<file path="config.mk">
export PLATFORM = sky130hd
export DESIGN_NAME = hid_key_to_byte_bridge_unit_flat
export DESIGN_NICKNAME = d
export VERILOG_FILES = /design/src/hkb_pkg.sv /design/src/hkb_req_if.sv /design/src/hkb_rsp_if.sv /design/src/hid_key_to_byte_bridge_unit.sv /design/src/hkb_translate.sv /design/src/flat_wrapper.sv
export VERILOG_INCLUDE_DIRS = /design/src /design/src/src
export SDC_FILE = /design/constraint.sdc
export NUM_CORES = 1
export LEC_CHECK = 0
export BUFFER_PORTS_ARGS = -buffer_cell sky130_fd_sc_hd__buf_2
export CORE_MARGIN = 2
export CORE_UTILIZATION = 44
export CTS_CLUSTER_SIZE = 25
export DETAILED_ROUTE_END_ITERATION = 10
export GPL_TIMING_DRIVEN = 1
export PLACE_DENSITY = 0.62
export SLEW_MARGIN = 25
export SYNTH_ARGS = -nofsm -noshare
export SYNTH_HDL_FRONTEND = slang
export SYNTH_SLANG_ARGS = --single-unit
</file>
<file path="constraint.sdc">
create_clock -name clk_i -period 3.74 [get_ports clk_i]
set_input_delay 0.935 -clock clk_i [delete_from_list [all_inputs] [get_ports clk_i]]
set_output_delay 0.935 -clock clk_i [all_outputs]
set_load 0.005 [all_outputs]
</file>
<file path="src/assert_macros.svh">
// ----------------------------------------------------------------------------
// assert_macros.svh
// Concurrent assertion helpers; they compile to nothing under SYNTHESIS.
// ----------------------------------------------------------------------------
`ifndef ASSERT_MACROS_SVH
`define ASSERT_MACROS_SVH

`ifndef SYNTHESIS
`define HKB_ASSERT(label, clk, rstn, expr) \
  label: assert property (@(posedge clk) disable iff (!rstn) (expr)) \
    else $error("assertion failed");
`define HKB_ASSERT_IMP(label, clk, rstn, ante, cons) \
  label: assert property (@(posedge clk) disable iff (!rstn) (ante) |-> (cons)) \
    else $error("assertion failed");
`define HKB_ASSERT_NXT(label, clk, rstn, ante, cons) \
  label: assert property (@(posedge clk) disable iff (!rstn) (ante) |=> (cons)) \
    else $error("assertion failed");
`else
`define HKB_ASSERT(label, clk, rstn, expr)
`define HKB_ASSERT_IMP(label, clk, rstn, ante, cons)
`define HKB_ASSERT_NXT(label, clk, rstn, ante, cons)
`endif

`endif

</file>
<file path="src/hkb_pkg.sv">
// ----------------------------------------------------------------------------
// hkb_pkg
// Shared types, modifier masks and key translation tables.
// ----------------------------------------------------------------------------
package hkb_pkg;

  localparam int unsigned ByteW = 8;

  typedef enum logic {
    OP_REPORT = 1'b0,
    OP_READ   = 1'b1
  } hkb_op_e;

  localparam logic [ByteW-1:0] ShiftMask = 8'h22;
  localparam logic [ByteW-1:0] SymMask   = 8'h44;
  localparam logic [ByteW-1:0] FnMask    = 8'h88;
  localparam logic [ByteW-1:0] CapsCode  = 8'h39;
  localparam logic [ByteW-1:0] NoByte    = 8'h00;

  localparam logic [ByteW-1:0] LetterFn [26] = '{
    8'd154, 8'd170, 8'd168, 8'd156, 8'd143, 8'd157, 8'd158, 8'd159, 8'd148,
    8'd160, 8'd161, 8'd162, 8'd172, 8'd171, 8'd149, 8'd150, 8'd141, 8'd144,
    8'd155, 8'd145, 8'd147, 8'd169, 8'd142, 8'd167, 8'd146, 8'd166
  };

  // zero where a letter has no symbol meaning
  localparam logic [ByteW-1:0] LetterSym [26] = '{
    8'd59,  8'd0,   8'd0,   8'd96,  8'd91,  8'd43,  8'd45,  8'd95,  8'd126,
    8'd61,  8'd63,  8'd0,   8'd0,   8'd0,   8'd39,  8'd34,  8'd123, 8'd93,
    8'd58,  8'd47,  8'd124, 8'd0,   8'd125, 8'd0,   8'd92,  8'd0
  };

  localparam logic [ByteW-1:0] DigitPlain [10] = '{
    8'd49, 8'd50, 8'd51, 8'd52, 8'd53, 8'd54, 8'd55, 8'd56, 8'd57, 8'd48
  };

  localparam logic [ByteW-1:0] DigitShift [10] = '{
    8'd33, 8'd64, 8'd35, 8'd36, 8'd37, 8'd94, 8'd38, 8'd42, 8'd40, 8'd41
  };

  // usage 0x2D..0x38; 0x32 unmapped
  localparam logic [ByteW-1:0] PunctPlain [12] = '{
    8'd45, 8'd61, 8'd91, 8'd93, 8'd92, 8'd0, 8'd59, 8'd39, 8'd96, 8'd44, 8'd46, 8'd47
  };

  localparam logic [ByteW-1:0] PunctShift [12] = '{
    8'd95, 8'd43, 8'd123, 8'd125, 8'd124, 8'd0, 8'd58, 8'd34, 8'd126, 8'd60, 8'd62, 8'd63
  };

endpackage

</file>
<file path="src/hkb_req_if.sv">
// ----------------------------------------------------------------------------
// hkb_req_if
// Request channel: keyboard report or host read.
// ----------------------------------------------------------------------------
interface hkb_req_if;
  logic                        valid;
  logic                        ready;
  logic                        operation;
  logic                        report_ok;
  logic [hkb_pkg::ByteW-1:0]   modifiers;
  logic [hkb_pkg::ByteW-1:0]   key_code;

  modport source (output valid, operation, report_ok, modifiers, key_code, input ready);
  modport sink   (input valid, operation, report_ok, modifiers, key_code, output ready);
endinterface

</file>
<file path="src/hkb_rsp_if.sv">
// ----------------------------------------------------------------------------
// hkb_rsp_if
// Response channel: byte returned by a host read.
// ----------------------------------------------------------------------------
interface hkb_rsp_if;
  logic                        valid;
  logic                        ready;
  logic [hkb_pkg::ByteW-1:0]   read_byte;

  modport source (output valid, read_byte, input ready);
  modport sink   (input valid, read_byte, output ready);
endinterface

</file>
<file path="src/hid_key_to_byte_bridge_unit.sv">
// Path: a host read is registered in the input stage, then the pending byte is loaded
//   into the result register, which drives it on rsp_o until the beat is handed off.
// Throughput: one beat per cycle on req_i, reports and reads alike; the only
//   stall is a read meeting a full, unaccepted result register.
// Caps lock and the pending byte update as the beat retires from the input stage.
// Reset (rst_ni low, async): caps lock off, nothing pending, both stages empty.
// ----------------------------------------------------------------------------
// hid_key_to_byte_bridge_unit
// Keyboard report to single-byte key bridge with a one-byte pending register.
// ----------------------------------------------------------------------------
`include "assert_macros.svh"

module hid_key_to_byte_bridge_unit (
  input  logic      clk_i,
  input  logic      rst_ni,
  hkb_req_if.sink   req_i,
  hkb_rsp_if.source rsp_o
);

  // input stage
  logic                      s1_valid_q;
  logic                      s1_op_q;
  logic                      s1_ok_q;
  logic [hkb_pkg::ByteW-1:0] s1_mods_q;
  logic [hkb_pkg::ByteW-1:0] s1_code_q;

  // architectural state
  logic                      caps_q, caps_d;
  logic [hkb_pkg::ByteW-1:0] pend_q, pend_d;

  // result register
  logic                      out_valid_q, out_valid_d;
  logic [hkb_pkg::ByteW-1:0] out_byte_q;

  logic                      req_fire;
  logic                      s1_adv;
  logic                      s1_read;
  logic                      s1_key;
  logic                      s1_take;
  logic                      s1_caps;
  logic                      out_free;
  logic [hkb_pkg::ByteW-1:0] xlat_byte;

  assign req_fire = req_i.valid && req_i.ready;
  assign out_free = !out_valid_q || rsp_o.ready;
  assign s1_read  = (s1_op_q == hkb_pkg::OP_READ);
  // reports never need the result register, so they retire unconditionally
  assign s1_adv   = s1_valid_q && (!s1_read || out_free);
  assign s1_key   = !s1_read && s1_ok_q && (s1_code_q != hkb_pkg::NoByte);
  // read retiring into the result register
  assign s1_take  = s1_adv && s1_read;
  assign s1_caps  = s1_key && (s1_code_q == hkb_pkg::CapsCode);

  assign req_i.ready     = !s1_valid_q || s1_adv;
  assign rsp_o.valid     = out_valid_q;
  assign rsp_o.read_byte = out_byte_q;

  hkb_translate u_xlat (
    .code_i (s1_code_q),
    .mods_i (s1_mods_q),
    .caps_i (caps_q),
    .byte_o (xlat_byte)
  );

  always_ff @(posedge clk_i or negedge rst_ni) begin
    if (!rst_ni) begin
      s1_valid_q <= 1'b0;
    end else if (req_i.ready) begin
      s1_valid_q <= req_i.valid;
    end
  end

  always_ff @(posedge clk_i) begin
    if (req_fire) begin
      s1_op_q   <= req_i.operation;
      s1_ok_q   <= req_i.report_ok;
      s1_mods_q <= req_i.modifiers;
      s1_code_q <= req_i.key_code;
    end
  end

  // state update: caps toggle, pending overwrite on nonzero byte, clear on read
  always_comb begin
    caps_d      = caps_q;
    pend_d      = pend_q;
    out_valid_d = out_valid_q && !rsp_o.ready;
    if (s1_adv) begin
      if (s1_read) begin
        pend_d      = hkb_pkg::NoByte;
        out_valid_d = 1'b1;
      end else if (s1_key) begin
        if (s1_code_q == hkb_pkg::CapsCode) begin
          caps_d = !caps_q;
        end else if (xlat_byte != hkb_pkg::NoByte) begin
          pend_d = xlat_byte;
        end
      end
    end
  end

  always_ff @(posedge clk_i or negedge rst_ni) begin
    if (!rst_ni) begin
      caps_q      <= 1'b0;
      pend_q      <= hkb_pkg::NoByte;
      out_valid_q <= 1'b0;
    end else begin
      caps_q      <= caps_d;
      pend_q      <= pend_d;
      out_valid_q <= out_valid_d;
    end
  end

  always_ff @(posedge clk_i) begin
    if (s1_take) begin
      out_byte_q <= pend_q;
    end
  end

  // a retired read always leaves nothing pending
  `HKB_ASSERT_NXT(a_read_clears, clk_i, rst_ni, s1_take, pend_q == hkb_pkg::NoByte)
  // a new result appears only after a read retires
  `HKB_ASSERT_IMP(a_rsp_from_read, clk_i, rst_ni, $rose(out_valid_q), $past(s1_take))
  // caps lock moves only on a caps-lock report
  `HKB_ASSERT_IMP(a_caps_src, clk_i, rst_ni, caps_q != $past(caps_q), $past(s1_adv && s1_caps))
  // a read never retires over a stalled result
  `HKB_ASSERT(a_no_overrun, clk_i, rst_ni, !(s1_take && out_valid_q && !rsp_o.ready))

endmodule

</file>
<file path="src/hkb_translate.sv">
// ----------------------------------------------------------------------------
// hkb_translate
// Usage code plus modifier layers to one key byte; zero means no mapping.
// ----------------------------------------------------------------------------
module hkb_translate (
  input  logic [hkb_pkg::ByteW-1:0] code_i,
  input  logic [hkb_pkg::ByteW-1:0] mods_i,
  input  logic                      caps_i,
  output logic [hkb_pkg::ByteW-1:0] byte_o
);

  logic                      shift_key;
  logic                      shift_let;
  logic                      sym;
  logic                      fn;
  logic [hkb_pkg::ByteW-1:0] let_off;
  logic [hkb_pkg::ByteW-1:0] fk_off;
  logic [4:0]                let_idx;
  logic [3:0]                dig_idx;
  logic [3:0]                pun_idx;

  assign shift_key = |(mods_i & hkb_pkg::ShiftMask);
  assign shift_let = shift_key ^ caps_i;
  assign sym       = |(mods_i & hkb_pkg::SymMask);
  assign fn        = |(mods_i & hkb_pkg::FnMask);

  assign let_off = code_i - 8'h04;
  assign fk_off  = code_i - 8'h3A;
  assign let_idx = let_off[4:0];
  // low nibble of code - 0x1E and code - 0x2D
  assign dig_idx = code_i[3:0] - 4'hE;
  assign pun_idx = code_i[3:0] - 4'hD;

  always_comb begin
    byte_o = hkb_pkg::NoByte;
    if (code_i >= 8'h04 && code_i <= 8'h1D) begin
      if (fn) begin
        byte_o = hkb_pkg::LetterFn[let_idx];
      end else if (sym) begin
        byte_o = hkb_pkg::LetterSym[let_idx];
      end else begin
        byte_o = (shift_let ? 8'd65 : 8'd97) + let_off;
      end
    end else if (code_i >= 8'h1E && code_i <= 8'h27) begin
      byte_o = shift_key ? hkb_pkg::DigitShift[dig_idx] : hkb_pkg::DigitPlain[dig_idx];
    end else if (code_i >= 8'h2D && code_i <= 8'h38) begin
      byte_o = shift_key ? hkb_pkg::PunctShift[pun_idx] : hkb_pkg::PunctPlain[pun_idx];
    end else if (code_i >= 8'h3A && code_i <= 8'h45) begin
      byte_o = 8'd129 + fk_off;  // F1..F12
    end else begin
      case (code_i)
        8'h28:   byte_o = 8'd13;
        8'h29:   byte_o = 8'd27;
        8'h2A:   byte_o = shift_key ? 8'd127 : 8'd8;
        8'h2B:   byte_o = 8'd9;
        8'h2C:   byte_o = 8'd32;
        8'h4A:   byte_o = 8'd152;
        8'h4B:   byte_o = 8'd153;
        8'h4C:   byte_o = 8'd127;
        8'h4D:   byte_o = 8'd165;
        8'h4E:   byte_o = 8'd164;
        8'h4F:   byte_o = fn ? 8'd165 : 8'd183;
        8'h50:   byte_o = fn ? 8'd152 : 8'd180;
        8'h51:   byte_o = fn ? 8'd164 : 8'd182;
        8'h52:   byte_o = fn ? 8'd153 : 8'd181;
        default: byte_o = hkb_pkg::NoByte;
      endcase
    end
  end

endmodule
</file>
<file path="src/flat_wrapper.sv">
// flat-port wrapper written by rule: the top's interface ports become plain ports
module hid_key_to_byte_bridge_unit_flat 
  (clk_i, rst_ni, req_i_valid, req_i_operation, req_i_report_ok, req_i_modifiers, req_i_key_code, req_i_ready, rsp_o_valid, rsp_o_read_byte, rsp_o_ready);
  hkb_req_if req_i_i ();
  hkb_rsp_if rsp_o_i ();
  input  logic clk_i;
  input  logic rst_ni;
  input wire logic [$bits(req_i_i.valid)-1:0] req_i_valid;
  input wire logic [$bits(req_i_i.operation)-1:0] req_i_operation;
  input wire logic [$bits(req_i_i.report_ok)-1:0] req_i_report_ok;
  input wire logic [$bits(req_i_i.modifiers)-1:0] req_i_modifiers;
  input wire logic [$bits(req_i_i.key_code)-1:0] req_i_key_code;
  output wire logic [$bits(req_i_i.ready)-1:0] req_i_ready;
  output wire logic [$bits(rsp_o_i.valid)-1:0] rsp_o_valid;
  output wire logic [$bits(rsp_o_i.read_byte)-1:0] rsp_o_read_byte;
  input wire logic [$bits(rsp_o_i.ready)-1:0] rsp_o_ready;
  assign req_i_i.valid = req_i_valid;
  assign req_i_i.operation = req_i_operation;
  assign req_i_i.report_ok = req_i_report_ok;
  assign req_i_i.modifiers = req_i_modifiers;
  assign req_i_i.key_code = req_i_key_code;
  assign req_i_ready = req_i_i.ready;
  assign rsp_o_valid = rsp_o_i.valid;
  assign rsp_o_read_byte = rsp_o_i.read_byte;
  assign rsp_o_i.ready = rsp_o_ready;
  hid_key_to_byte_bridge_unit u_core (.clk_i(clk_i), .rst_ni(rst_ni), .req_i(req_i_i), .rsp_o(rsp_o_i));
endmodule
</file>
After elaboration in Yosys (flattened, before gate mapping)
Memory sizes are Yosys's and may differ from the RTL's.
Cells that the tools add are included.
Cells by class
  bitwise gates (word level): 5
  add/sub/neg operators: 6
  muxes and demuxes: 33
  equality and inequality tests: 16
  $lt $le $gt $ge: 11
  reductions and logical operators: 27
Operators by type and width (number)
  8-bit 2-to-1 mux: 24
  8-bit case mux with 14 select lines: 1
  8-bit by 7-bit == test with 1-bit output (second input constant): 9
  8-bit by 6-bit == test with 1-bit output (second input constant): 6
  6-bit 2-to-1 mux: 3
  8-bit by 6-bit >= comparator with 1-bit output (second input constant): 2
  8-bit by 6-bit less-or-equal comparator with 1-bit output (second input constant): 2
  8-bit nonzero test: 2
  5-bit >= comparator (second input constant): 2
  1-bit logical AND: 10
  5-bit 2-to-1 mux: 2
  4-bit NOT with 5-bit output: 2
  7-bit by 8-bit adder with 8-bit output: 1
  8-bit adder (first input constant): 1
  8-bit by 3-bit >= comparator with 1-bit output (second input constant): 1
  8-bit by 5-bit >= comparator with 1-bit output (second input constant): 1
  8-bit by 5-bit less-or-equal comparator with 1-bit output (second input constant): 1
  8-bit by 7-bit less-or-equal comparator with 1-bit output (second input constant): 1
  4-bit AND reduction: 2
  4-bit subtractor (second input constant): 2
  8-bit by 3-bit subtractor with 8-bit output (second input constant): 1
  8-bit by 6-bit subtractor with 8-bit output (second input constant): 1
  7-bit 2-to-1 mux: 1
  6-bit >= comparator (second input constant): 1
  other kinds (9): 19
Word-level totals
  output and inout bits: 10
  register bits: 37
  memories kept: 6
  memory bits (read-only): 1024
  logic and storage cells: 113
  input port bits: 22
Memories
  (name not given): depth 32, bits a word 8, rd ports 1, clocked after Yosys merged registers in 0, wr ports 0, RTL line hkb_translate.sv:40  | byte_o = hkb_pkg::LetterSym[let_idx];
  (name not given): depth 32, bits a word 8, rd ports 1, clocked after Yosys merged registers in 0, wr ports 0, RTL line hkb_translate.sv:38  | byte_o = hkb_pkg::LetterFn[let_idx];
  (name not given): depth 16, bits a word 8, rd ports 1, clocked after Yosys merged registers in 0, wr ports 0, RTL line hkb_translate.sv:47  | byte_o = shift_key ? hkb_pkg::PunctShift[pun_idx] : hkb_pkg::PunctPlain[pun_idx];
  (name not given): depth 16, bits a word 8, rd ports 1, clocked after Yosys merged registers in 0, wr ports 0, RTL line hkb_translate.sv:47
  (name not given): depth 16, bits a word 8, rd ports 1, clocked after Yosys merged registers in 0, wr ports 0, RTL line hkb_translate.sv:45  | byte_o = shift_key ? hkb_pkg::DigitShift[dig_idx] : hkb_pkg::DigitPlain[dig_idx];
  (name not given): depth 16, bits a word 8, rd ports 1, clocked after Yosys merged registers in 0, wr ports 0, RTL line hkb_translate.sv:45

Depth between registers and ports, before layout
  word-level depth: 14
  gate-level depth with buffers: 16
  gate-level depth less buffers: 13

Modules after synthesis
From an unflattened synthesis, not the netlist that was laid out.
Unflattened totals
  cell total of the unflattened synthesis: 442
  area, all modules: 3849.9 um^2
By module, submodules not included
  hkb_translate: cells each 358, seq. area each 0.0 um^2, times used 1, area an instance 2508.7 um^2
  hid_key_to_byte_bridge_unit: cells each 84, seq. area each 1056.0 um^2, times used 1, area an instance 1341.3 um^2

Least setup slack after synthesis
No wires, ideal clock.
  path type: flip-flop to flip-flop
  from: register u_core.s1_code_q[1] (netlist name)
  to: register u_core.pend_q[0] (netlist name)
  period minus slack after synthesis: 3.654 ns
  stages on the path, launching flop included: 17
  data required time: 3.675 ns
  library setup time: 0.065 ns
  path slack: 0.086 ns
  path buffers: 3
  arrival: 3.589 ns
  cell sequence: edfxtp_1 > clkbuf_1 > inv_1 > ha_1 > clkbuf_1 > inv_1 > ha_1 > clkbuf_1 > nand3_1 > o21ai_0 > a32o_1 > a2111oi_0 > o21ai_1 > a31oi_1 > nand3_1 > o21bai_4 > a22o_1
On the way
  word-level cells in the longest chain between the ends: 13
  elaborated cells between the ends (all ways): 74
  classes of those cells: add/sub: 6; order compare: 8; eq/ne: 16; mux: 25; bitwise: 3; reduce/logical: 10; memory: 6
Ends and longest elaborated chain
  from (decl): RTL line hid_key_to_byte_bridge_unit.sv:25  | logic [hkb_pkg::ByteW-1:0] s1_code_q;
  from (signal assigned): RTL line hid_key_to_byte_bridge_unit.sv:78  | s1_code_q <= req_i.key_code;
  parallel branches: the longest is 13 deep, another holds 8-bit by 3-bit subtractor with 8-bit output
  to (signal assigned): RTL line hid_key_to_byte_bridge_unit.sv:104  | pend_q <= hkb_pkg::NoByte;
  to (signal assigned): RTL line hid_key_to_byte_bridge_unit.sv:108  | pend_q <= pend_d;
  to (decl): RTL line hid_key_to_byte_bridge_unit.sv:29  | logic [hkb_pkg::ByteW-1:0] pend_q, pend_d;
Parallel ways; which one is timed is not known. The select of a mux whose other input is x is not followed.
A chain may end at the register's enable or synchronous reset.

Final worst setup path
  from: register u_core.s1_code_q[0] (netlist name)
  to: register u_core.pend_q[6] (netlist name)
The elaborated chain is that of the path after synthesis.

==> qor.csv <==
metric,value,unit
initial cell density of the core,44.9,%
post-route minimum period,3.38,ns
clock tree buffer depth,2,
largest incremental delay on the critical path,0.52,ns
required time of the worst setup path,3.97,ns
number of sinks on the clock net,35,
final weighted congestion of routability-driven global placement,0.950,
top-level I/O count,32,
floorplan die width,95.1,um
Total Negative Setup Slacks,0,ns
Switching Fraction,36.1,%
final setup fails,0,
Top Metal Used,met4,
maximum achievable frequency,296,MHz
RSZ-0062 raised after global routing,false,
relative area change from synthesis to final layout,10.1,%
"most common cell after layout, fill and taps aside",nand2_1,
share of total power in the clock network,24.0,%
kind of critical path,reg2reg,
internal power consumption,0.740,mW
worst-case setup slack after placement,0.467,ns
number of placement rows,33,
reg2reg setup slack,0.36,ns
XOR/XNOR share of the synthesized area,4.04,%
vertical extent of the die,95.1,um
library cells used by synthesis,81,
estimated wirelength of the detail-placed design,7870,um
vias in the first global route,3414,
count of unresolved DRC violations after routing,0,
CP cell instances,inv_1 > buf_4 > ha_1 > nand2_1 > nor3_1 > a41o_1 > a2111oi_0 > o21ai_0 > a31oi_1 > nand3_1 > o21bai_4 > a22o_1,
number of flops mapped to enable cells by yosys,24,
total power consumption of the routed design,1.16,mW
combinational family with the most area after synthesis,compound AO/OA/AOI/OAI gates,
largest fanout on the critical path,14,
classification of the worst-slack hold path,reg2reg,
Iteration-0 DRC Markers,298,
fraction of layout instances using a drive strength above 1,18.0,%
capturing element type of the critical path,flip-flop,
number of register bits inferred by synthesis,35,
post-synthesis mux area share,3.05,%
gr ovfl total,0,
Antenna diodes,0,
Synthesized Nets,471,
worst slew slack as a fraction of its limit,42.8,%
Final Skew,0.0132,ns
worst IR drop on VDD,0.222,mV
hold violation total from the final report,0,
library cell occupying the most area in the post-synthesis netlist,edfxtp_1,
wire length the detailed router placed on met1,4520,um
metal3 WL,820,um
wire length of the first global-routing pass,17300,um
Pleak,1.58,nW
Sequential Power Share,40.9,%
detail-routed via count per cell,6.39,
synthesized area divided by synthesized cell count,8.57,sq um
Placeable Area,0.00813,sq mm
total die area,0.00904,sq mm
post-synth design cell area,0.00365,sq mm
pin count of the biggest net entering global routing,35,
number of post-CTS setup repair buffers,0,
top post-synthesis cells by area,"edfxtp_1, ha_1, dfrtp_1",
total clock buffers created by CTS,5,
routed wire length on met2,5130,um
clock latency on the worst-skew pair,0.30,ns
cell with the largest stage delay on the worst path,a2111oi_0,
minimum setup slack in the final design,0.357,ns
iteration count of the initial detailed-routing pass,5,
highest-count cells in the layout ignoring fill and taps,"nand2_1, a21oi_1, buf_2",
fraction of synthesized cell area taken by the top area cell type,19.7,%
startpoint types,flip-flop,
Yosys Warn Count,0,
number of instances resized during post-cts repair,0,
Worst Tran Pin Value,0.852,ns
share of flip-flops with an asynchronous set or reset after synthesis,31.4,%
Synth Area in Simple Gates,19.8,%
clock slew at reported path FFs,0.07,ns
number of nets with antenna violations after routing,0,
Post-synth top flop,edfxtp_1,
initial antenna violation count,0,
GRT Total Usage,24.8,%
adder-cell share of the synthesized area,8.16,%
Clock H-tree levels,2,
post-layout net count,495,
max capacitance violation total,0,
CTS Root Cell,clkbuf_8,
final WL,10800,um
total number of vias,3552,
run status,"complete, no violations",
post-DR wirelength/cell,19.3,um
portion of the clock cycle consumed by the worst path in the final layout,90.4,%
Slew Limit Fails,0,
post-synthesis compound-gate area fraction,31.7,%
sequential share of the synthesized area,27.3,%
part of the total power dissipated in combinational logic,35.1,%
# hold bufs at CTS,0,
quantity of I/O buffers inserted on ports,29,
power per standard cell area,288,mW/mm^2
net switching power,0.417,mW
arrival time of data at the critical path endpoint,3.61,ns
CTS tree,done,
number of standard cells after synthesis,426,
==> worst max-delay path, delay by kind of cell, from the launching register on <==
family                     cells  cell delay, ns
AOI/OAI and AO/OA              6            1.70
adders and majority gates      1            0.42
and+or+nand+nor                3            0.49
DFF                            1            0.44
buffers and inverters          2            0.26
==> power groups by stage <==
stage	Sequential (mW)	Clock [mW]	Combinational, mW
final	0.473	0.278	0.406
after global routing	0.478	0.297	0.446
after CTS	0.473	0.286	0.401
after detailed placement	0.481	0	0.400
after global placement	0.479	0	0.394
after floorplan	0.474	0	0.293
==> stage by stage <==
stage,area [sq um],hold WS (ns),instances,util [%]
after floorplan,3650,0.425,426,-
after global placement,3930,0.439,548,48.4
after detailed placement,3930,0.439,548,48.4
after CTS,4020,0.459,556,49.4
after global routing,4020,0.474,556,49.4
final,4020,0.458,556,49.4
==> kinds of logic (layout without fill, tap and decap cells) <==
kind of cell,count (synthesis),in the layout
AO/OA/AOI/OAI,160,160
AND/OR/NAND/NOR,135,135
buffers and inverters,47,72
flip-flops,35,35
adder cells (fa/ha/maj),24,24
XOR/XNOR,16,16
multiplexers,9,9
==> synthesized netlist by cell type (4+ instances only) <==
cell type and n:
mux2i_1 4, nor4_1 4, nand3_1 13, o211ai_1 9
nand2_1 38, o211a_1 4, edfxtp_1 24, nor2_1 23
o21ai_1 4, a21oi_1 35, nor3_1 14, or3_1 4
nor3b_1 4, o21ai_0 25, clkbuf_1 16, a21o_1 5
a211oi_1 7, a31oi_1 9, xnor2_1 12, a21boi_0 4
nor2b_1 5, o2bb2ai_1 5, nand2b_1 9, dfrtp_1 11
buf_2 13, ha_1 23, inv_1 10
==> sequential cells by signal, summed over array words and instances (netlist names) <==
signal                  flops
u_core.rsp_o.read_byte      8
u_core.s1_ok_q              1
u_core.s1_code_q            8
u_core.pend_q               8
u_core.s1_op_q              1
u_core.s1_valid_q           1
u_core.s1_mods_q            6
u_core.rsp_o.valid          1
u_core.caps_q               1
==> final cells by class <==
class	instances	area, sq um
fill	813	4120
multi-input combinational	344	2440
sequential	35	996
clock inverter	2	12.5
inverter	11	41.3
tap	105	131
timing repair buffer	53	325
clock buffer	6	72.6
==> worst paths after layout <==
path,from,to,depth (start not counted)
max,u_core.s1_code_q[0],u_core.pend_q[6],12
min,u_core.pend_q[3],u_core.rsp_o.read_byte[3],0
max reg2reg,u_core.s1_code_q[0],u_core.pend_q[6],12
min reg2reg,u_core.pend_q[3],u_core.rsp_o.read_byte[3],0
max in group asynchronous,rst_ni,u_core.pend_q[3],1
min in group asynchronous,rst_ni,u_core.pend_q[2],1
==> layer usage <==
metal	vias up	track usage (%)
met5	-	0
met3	30	4.19
met2	159	41.2
met1	1679	32.4
met4	0	9.18
li1	1684	-
Note: power is estimated with default switching activity, not from simulation.
